[src/rtl/core/lfct_pkg.sv]
// shared constants for the lru frame cache tracker
`default_nettype none

package lfct_pkg;

   localparam int LFCT_SLOTS       = 32;
   localparam int LFCT_FRAME_W     = 16;
   localparam int LFCT_LIMIT_W     = 6;
   localparam int LFCT_SLOT_W      = 5;
   localparam int LFCT_REQ_DATA_W  = 16;
   localparam int LFCT_RSP_DATA_W  = 24;

   localparam logic [LFCT_LIMIT_W-1:0] LFCT_LIMIT_RESET = 6'd32;

endpackage

`default_nettype wire

[src/rtl/core/lfct_ram.sv]
// generic simple dual port ram with registered read
`default_nettype none

module lfct_ram #(
   parameter int WIDTH = 16,
   parameter int DEPTH = 32
) (
   input  wire logic                     clock,
   input  wire logic                     wr_en,
   input  wire logic [$clog2(DEPTH)-1:0] wr_addr,
   input  wire logic [WIDTH-1:0]         wr_data,
   input  wire logic [$clog2(DEPTH)-1:0] rd_addr,
   output logic      [WIDTH-1:0]         rd_data
);

   logic [WIDTH-1:0] mem_ff [DEPTH];

   always_ff @(posedge clock) begin
      if (wr_en) begin
         mem_ff[wr_addr] <= wr_data;
      end
      rd_data <= mem_ff[rd_addr];
   end

endmodule

`default_nettype wire

[src/rtl/core/lru_frame_cache_tracker_unit.sv]
// lru frame cache tracker: fully associative residency tracking with lru replacement
//
//   channel  dir  fields (low bit first)
//   req      in   tdata: frame_number[15:0]
//   rsp      out  tdata: hit[0], slot[5:1], evicted[6], evicted_frame[22:7], zero pad
//   csr      in   wr_en / wr_data: resident_limit[5:0]
//
// each request, from accept until req_tready returns, runs through two passes:
// a lookup pass and a rank aging pass, each a serial scan of the frame and rank
// memories through their single read port, one slot per cycle
// reset clears the valid bits, the resident count and the limit (to 32)
// a finished result waits in the output register; a new request is taken meanwhile,
// and the next result waits until the previous one has been taken
`default_nettype none

module lru_frame_cache_tracker_unit
   import lfct_pkg::*;
#(
   parameter int SLOTS = LFCT_SLOTS
) (
   input  wire logic                       clock,
   input  wire logic                       reset,
   input  wire logic                       req_tvalid,
   output logic                            req_tready,
   input  wire logic [LFCT_REQ_DATA_W-1:0] req_tdata,  // frame_number
   output logic                            rsp_tvalid,
   input  wire logic                       rsp_tready,
   output logic      [LFCT_RSP_DATA_W-1:0] rsp_tdata,  // hit, slot, evicted, evicted_frame
   input  wire logic                       csr_wr_en,
   input  wire logic [LFCT_LIMIT_W-1:0]    csr_wr_data
);

   localparam int IW = $clog2(SLOTS);
   localparam int CW = $clog2(SLOTS + 1);
   localparam int LW = (CW > LFCT_LIMIT_W) ? CW : LFCT_LIMIT_W;
   localparam int XW = (IW > LFCT_SLOT_W) ? IW : LFCT_SLOT_W;
   localparam logic [IW-1:0] LAST_IDX = IW'(SLOTS - 1);

   typedef enum logic [2:0] {
      ST_IDLE,
      ST_SCAN,
      ST_DECIDE,
      ST_AGE,
      ST_FINISH
   } state_type;

   state_type                state_ff;
   logic [LFCT_LIMIT_W-1:0]  limit_ff;
   logic [SLOTS-1:0]         valid_ff;
   logic [CW-1:0]            count_ff;
   logic [LFCT_FRAME_W-1:0]  frame_ff;
   logic [IW-1:0]            idx_ff;
   logic                     scan_on_ff;
   logic                     stage_vld_ff;
   logic [IW-1:0]            stage_idx_ff;
   logic                     hit_found_ff;
   logic [IW-1:0]            hit_idx_ff;
   logic [IW-1:0]            hit_rank_ff;
   logic                     free_found_ff;
   logic [IW-1:0]            free_idx_ff;
   logic [IW-1:0]            victim_idx_ff;
   logic [LFCT_FRAME_W-1:0]  victim_frame_ff;
   logic [IW-1:0]            target_ff;
   logic                     evict_ff;
   logic                     rsp_valid_ff;
   logic [LFCT_RSP_DATA_W-1:0] rsp_data_ff;

   logic [LFCT_FRAME_W-1:0]  frame_rd;
   logic [IW-1:0]            rank_rd;
   logic                     frame_we;
   logic                     rank_we;
   logic [IW-1:0]            rank_wdata;
   logic [IW-1:0]            target_in;
   logic                     evict_in;
   logic [LW-1:0]            limit_ext;
   logic [LW-1:0]            slots_ext;
   logic [LW-1:0]            eff_limit;
   logic                     have_room;
   logic [CW-1:0]            count_m1_wide;
   logic [IW-1:0]            count_m1;
   logic                     stage_valid;
   logic                     stage_is_last;
   logic [XW-1:0]            slot_wide;

   lfct_ram #(
      .WIDTH (LFCT_FRAME_W),
      .DEPTH (SLOTS)
   ) u_frame_ram (
      .clock   (clock),
      .wr_en   (frame_we),
      .wr_addr (target_in),
      .wr_data (frame_ff),
      .rd_addr (idx_ff),
      .rd_data (frame_rd)
   );

   lfct_ram #(
      .WIDTH (IW),
      .DEPTH (SLOTS)
   ) u_rank_ram (
      .clock   (clock),
      .wr_en   (rank_we),
      .wr_addr (stage_idx_ff),
      .wr_data (rank_wdata),
      .rd_addr (idx_ff),
      .rd_data (rank_rd)
   );

   // effective limit clamped to 1..SLOTS
   always_comb begin
      limit_ext = LW'(limit_ff);
      slots_ext = LW'(SLOTS);
      if (limit_ext == '0) begin
         eff_limit = LW'(1);
      end else if (limit_ext > slots_ext) begin
         eff_limit = slots_ext;
      end else begin
         eff_limit = limit_ext;
      end
      have_room = LW'(count_ff) < eff_limit;
   end

   assign count_m1_wide = count_ff - CW'(1);
   assign count_m1      = count_m1_wide[IW-1:0];
   assign stage_valid   = valid_ff[stage_idx_ff];
   assign stage_is_last = stage_idx_ff == LAST_IDX;

   always_comb begin
      if (hit_found_ff) begin
         target_in = hit_idx_ff;
         evict_in  = 1'b0;
      end else if (have_room) begin
         target_in = free_idx_ff;
         evict_in  = 1'b0;
      end else begin
         target_in = victim_idx_ff;
         evict_in  = 1'b1;
      end
   end

   assign frame_we = (state_ff == ST_DECIDE) && !hit_found_ff;

   // aging: target goes to rank 0, others below the hit rank (all on a miss) move up
   always_comb begin
      rank_we    = 1'b0;
      rank_wdata = rank_rd + IW'(1);
      if (state_ff == ST_AGE && stage_vld_ff) begin
         if (stage_idx_ff == target_ff) begin
            rank_we    = 1'b1;
            rank_wdata = '0;
         end else if (stage_valid && (!hit_found_ff || rank_rd < hit_rank_ff)) begin
            rank_we = 1'b1;
         end
      end
   end

   assign slot_wide  = XW'(target_ff);
   assign req_tready = state_ff == ST_IDLE;
   assign rsp_tvalid = rsp_valid_ff;
   assign rsp_tdata  = rsp_data_ff;

   always_ff @(posedge clock) begin
      if (reset) begin
         state_ff      <= ST_IDLE;
         limit_ff      <= LFCT_LIMIT_RESET;
         valid_ff      <= '0;
         count_ff      <= '0;
         scan_on_ff    <= 1'b0;
         stage_vld_ff  <= 1'b0;
         hit_found_ff  <= 1'b0;
         free_found_ff <= 1'b0;
         rsp_valid_ff  <= 1'b0;
      end else begin
         if (csr_wr_en) begin
            limit_ff <= csr_wr_data;
         end
         if (rsp_valid_ff && rsp_tready && state_ff != ST_FINISH) begin
            rsp_valid_ff <= 1'b0;
         end

         // shared scan sequencer
         if (scan_on_ff) begin
            stage_vld_ff <= 1'b1;
            stage_idx_ff <= idx_ff;
            idx_ff       <= idx_ff + IW'(1);
            if (idx_ff == LAST_IDX) begin
               scan_on_ff <= 1'b0;
            end
         end else begin
            stage_vld_ff <= 1'b0;
         end

         case (state_ff)
            ST_IDLE: begin
               if (req_tvalid) begin
                  frame_ff      <= req_tdata[LFCT_FRAME_W-1:0];
                  idx_ff        <= '0;
                  scan_on_ff    <= 1'b1;
                  hit_found_ff  <= 1'b0;
                  free_found_ff <= 1'b0;
                  state_ff      <= ST_SCAN;
               end
            end
            ST_SCAN: begin
               if (stage_vld_ff) begin
                  if (stage_valid && frame_rd == frame_ff && !hit_found_ff) begin
                     hit_found_ff <= 1'b1;
                     hit_idx_ff   <= stage_idx_ff;
                     hit_rank_ff  <= rank_rd;
                  end
                  if (!stage_valid && !free_found_ff) begin
                     free_found_ff <= 1'b1;
                     free_idx_ff   <= stage_idx_ff;
                  end
                  // ranks of valid entries are distinct, so the oldest has count-1
                  if (stage_valid && rank_rd == count_m1) begin
                     victim_idx_ff   <= stage_idx_ff;
                     victim_frame_ff <= frame_rd;
                  end
                  if (stage_is_last) begin
                     state_ff <= ST_DECIDE;
                  end
               end
            end
            ST_DECIDE: begin
               target_ff <= target_in;
               evict_ff  <= evict_in;
               if (!hit_found_ff) begin
                  valid_ff[target_in] <= 1'b1;
                  if (!evict_in) begin
                     count_ff <= count_ff + CW'(1);
                  end
               end
               idx_ff       <= '0;
               scan_on_ff   <= 1'b1;
               state_ff     <= ST_AGE;
            end
            ST_AGE: begin
               if (stage_vld_ff && stage_is_last) begin
                  state_ff <= ST_FINISH;
               end
            end
            ST_FINISH: begin
               if (!rsp_valid_ff || rsp_tready) begin
                  rsp_valid_ff <= 1'b1;
                  rsp_data_ff  <= {1'b0,
                                   (evict_ff ? victim_frame_ff : LFCT_FRAME_W'(0)),
                                   evict_ff,
                                   slot_wide[LFCT_SLOT_W-1:0],
                                   hit_found_ff};
                  state_ff     <= ST_IDLE;
               end
            end
            default: begin
               state_ff <= ST_IDLE;
            end
         endcase
      end
   end

endmodule

`default_nettype wire
[config.mk]
export PLATFORM = sky130hd
export DESIGN_NAME = lru_frame_cache_tracker_unit
export DESIGN_NICKNAME = d
export VERILOG_FILES = /design/src/rtl/core/lfct_pkg.sv /design/src/rtl/core/lfct_ram.sv /design/src/rtl/core/lru_frame_cache_tracker_unit.sv
export SDC_FILE = /design/constraint.sdc
export NUM_CORES = 1
export LEC_CHECK = 0
export BUFFER_PORTS_ARGS = -buffer_cell sky130_fd_sc_hd__buf_2
export CORE_ASPECT_RATIO = 1.5
export CORE_MARGIN = 10
export CORE_UTILIZATION = 45
export CTS_BUF_LIST = sky130_fd_sc_hd__clkbuf_4 sky130_fd_sc_hd__clkbuf_8
export CTS_CLUSTER_SIZE = 24
export DETAILED_ROUTE_END_ITERATION = 16
export PLACE_DENSITY = 0.68
export SLEW_MARGIN = 20
export SYNTH_ARGS = -nofsm -noshare
export SYNTH_HDL_FRONTEND = slang
export SYNTH_SLANG_ARGS = --single-unit
[constraint.sdc]
create_clock -name clock -period 9 [get_ports clock]
set_clock_uncertainty 0.1 [all_clocks]
set_input_delay 1.8 -clock clock [delete_from_list [all_inputs] [get_ports clock]]
set_output_delay 1.8 -clock clock [all_outputs]
set_load 0.01 [all_outputs]
==> flow_metrics.env <==
export IMPL_run_status="finished clean"
export IMPL_synthCells=1525
export IMPL_power_switching_mw=1.89
export IMPL_clock_latency_ns=0.77
export IMPL_cp_top_family="simple AND/OR/NAND/NOR gates"
export IMPL_leakagePower_nw=11.3
export IMPL_routed_wl_mm=72.1
export IMPL_path_class="reg2reg"
export IMPL_htreeDepth=3
export IMPL_grt_pass1_vias=16300
export IMPL_area_growth_pct=12.0
export IMPL_grt_pass1_wl_mm=107
export IMPL_cts_tree="yes"
export IMPL_place_ws_ns=4.80
export IMPL_synth_edf_count=763
export IMPL_viasPerCell=5.79
export IMPL_start_util=0.454
export IMPL_worst_pin_slew_ns=1.10
export IMPL_seq_area_sq_um=24400
export IMPL_cts_hold_buffers=0
export IMPL_utilization=0.508
export IMPL_worst_slack_ns=4.84
export IMPL_reg2reg_slack_ns=4.84
export IMPL_hold_violations=0
export IMPL_syn_num_nets=1566
export IMPL_nNetsFinal=1697
export IMPL_wl_per_cell_microns=27.0
export IMPL_layout_drive_gt1_share=0.326
export IMPL_post_cts_resized=0
export IMPL_hold_class="reg2reg"
export IMPL_period_minus_slack_ns=4.16
export IMPL_hpwl_mm=46.6
export IMPL_netlist_area_sq_um=32400
export IMPL_remaining_drc_errors=0
export IMPL_layout_commonest_cell="edfxtp_1"
export IMPL_fmax_mhz=240
export IMPL_crit_chain="inv_1, nand2_1, ha_1, a21oi_1, o21ai_0, a21oi_2, o21ai_1, nand3b_1, nor2_2"
export IMPL_row_count=120
export IMPL_first_pass_iters=4
export IMPL_power_frac_comb=0.093
export IMPL_synth_seq_cells=836
export IMPL_slowest_delay_ns=1.05
export IMPL_drv_slew=0
export IMPL_io_pins=53
export IMPL_fin_setup_tns_ns=0
export IMPL_overflow=0
export IMPL_p_per_area_nw_per_um2=223
export IMPL_synth_ff_type="edfxtp_1"
export IMPL_cts_buffer_depth=3
export IMPL_coreArea_sq_um=71300
export IMPL_cts_setup_buffers=0
export IMPL_worstSetupEndpointType="flop"
export IMPL_pwr_share_clk=0.361
export IMPL_critPathLaunchType="flop"
export IMPL_cts_sinks=836
export IMPL_multi_input_area_sq_um=7770
export IMPL_num_fill_cells=5535
export IMPL_finalSetupViolCount=0
export IMPL_syn_avg_cell_area_sq_um=21.2
export IMPL_vias=15400
export IMPL_die_w_microns=239
export IMPL_cts_root_buf="clkbuf_8"
export IMPL_p_int_mw=6.18
export IMPL_cts_buffers=115
export IMPL_die_y_microns=348
export IMPL_r2r_cells=9
export IMPL_drt_iter0_drc=1461
export IMPL_cp_required_ns=9.28
export IMPL_cp_arrival_ns=4.44
export IMPL_peakVddDrop_v=0.000124
export IMPL_async_flop_share=0
export IMPL_yosysWarnings=0
export IMPL_clkTransAtPathRegs_ns=0.07
export IMPL_ant_nets=0
export IMPL_seq_power_share=0.546
export IMPL_p_sw_frac=0.234
export IMPL_total_power_mw=8.07
export IMPL_path_max_fanout=16
export IMPL_portBuffers=51
export IMPL_place_congestion=0.840
export IMPL_grt_max_degree=88
export IMPL_maxCapViolCount=0
export IMPL_yosysSeqAreaShare=0.753
export IMPL_critPathBufInv=1
export IMPL_min_period_over_period=0.463
export IMPL_slowest_stage="nor2_2"
export IMPL_synth_distinct_cells=60
export IMPL_relSlewSlack=0.262
export IMPL_antenna_found_initial=5
export IMPL_grt_usage=0.174
export IMPL_min_delay_path_depth=0
export IMPL_layout_common_cells="763 x edfxtp_1, 218 x mux4_2, 117 x clkbuf_8"
export IMPL_rsz0062_at_grt="no"
export IMPL_worstSetupPathDepth=9
export IMPL_die_area_sq_um=83300
[power groups by stage]
| stage | registers, mW | logic, mW | clock network, mW |
|---|---|---|---|
| 3_3_place_gp | 4.49 | 0.740 | 0 |
| 5_1_grt | 4.41 | 0.792 | 3.15 |
| 6_report | 4.41 | 0.747 | 2.92 |
| 3_5_place_dp | 4.49 | 0.753 | 0 |
| 2_1_floorplan | 4.48 | 0.482 | 0 |
| 4_1_cts | 4.41 | 0.755 | 2.96 |
[layout make-up]
cell class / count / area share
Timing Repair Buffer: 94 / 0.0165
Multi-Input combinational cell: 594 / 0.214
Sequential cell: 836 / 0.672
Antenna cell: 1 / 0.0000690
Tap cell: 915 / 0.0316
Inverter: 15 / 0.00155
Clock buffer: 154 / 0.0521
Clock inverter: 59 / 0.0116
[layer usage]
layer  track usage  vias up  wire length, microns  part of all wire
met2         0.294      558                 37100              0.51
met4        0.0935        0                  3390             0.047
met5             0        -                     0                 0
met3        0.0309      137                  4110             0.057
met1         0.210     8091                 27500              0.38
li1              -     6649                     -                 -
[logic make-up (layout without fill, tap and decap cells)]
family          count (synthesis)  after routing  share of synthesized area
compound gates                110            110                     0.0278
xor+xnor                       39             39                     0.0106
fa+ha+maj                      14             14                    0.00541
buf+inv                        95            322                     0.0121
flops                         836            836                      0.753
mux                           247            247                      0.162
other cells                     1              2                   0.000116
simple gates                  183            183                     0.0294
[worst paths after layout]
check,from,endpoint
worst max-delay path,limit_ext[5],u_frame_ram.mem_ff[9][15]
worst min-delay path,u_frame_ram.rd_data[6],victim_frame_ff[6]
worst max register to register,limit_ext[5],u_frame_ram.mem_ff[9][15]
worst min register to register,u_frame_ram.rd_data[6],victim_frame_ff[6]
[synthesized netlist by cell type (4+ instances only)]
library cell / number / share of area
nand2_1: 27 / 0.0031
a32oi_1: 4 / 0.0011
mux2i_1: 7 / 0.0022
a2111oi_0: 16 / 0.0043
and2_1: 20 / 0.0039
buf_2: 20 / 0.0031
edfxtp_1: 763 / 0.71
mux2_2: 22 / 0.0077
xor2_1: 12 / 0.0032
buf_1: 14 / 0.0016
nand4_1: 8 / 0.0015
nor2_1: 66 / 0.0077
nand3_1: 20 / 0.0031
a211oi_1: 18 / 0.0042
o2bb2ai_1: 30 / 0.0081
dfxtp_1: 73 / 0.045
nand3b_1: 6 / 0.0014
ha_1: 14 / 0.0054
a31oi_1: 6 / 0.0012
nor3_1: 5 / 0.00077
and3_1: 4 / 0.00077
xnor2_1: 27 / 0.0073
nor2b_1: 9 / 0.0017
inv_1: 14 / 0.0016
a21oi_1: 7 / 0.0011
mux4_2: 218 / 0.15
clkbuf_1: 44 / 0.0051
[flip-flops by register name, summed over array words and instances (netlist names), 6 cells and up]
signal	flops
u_rank_ram.mem_ff	160
valid_ff	32
u_frame_ram.mem_ff	512
frame_ff	16
count_ff	6
u_frame_ram.rd_data	16
limit_ext	6
victim_frame_ff	16
rsp_tdata	23
[stage by stage]
stage	area (sq um)	hold WS, ns	cells
after floorplan	32400	0.324	1525
after global placement	33900	0.336	2453
after detailed placement	33900	0.337	2453
after CTS	36200	0.356	2666
after global routing	36300	0.368	2668
final	36300	0.354	2668
[worst reg2reg max path, stage by stage (launching register included)]
cell and delay (ns):
dfxtp_1 0.34, inv_1 0.15, nand2_1 0.08, ha_1 0.29
a21oi_1 0.08, o21ai_0 0.43, a21oi_2 0.22, o21ai_1 0.34
nand3b_1 0.69, nor2_2 1.05
Note: power is estimated with default switching activity, not from simulation.
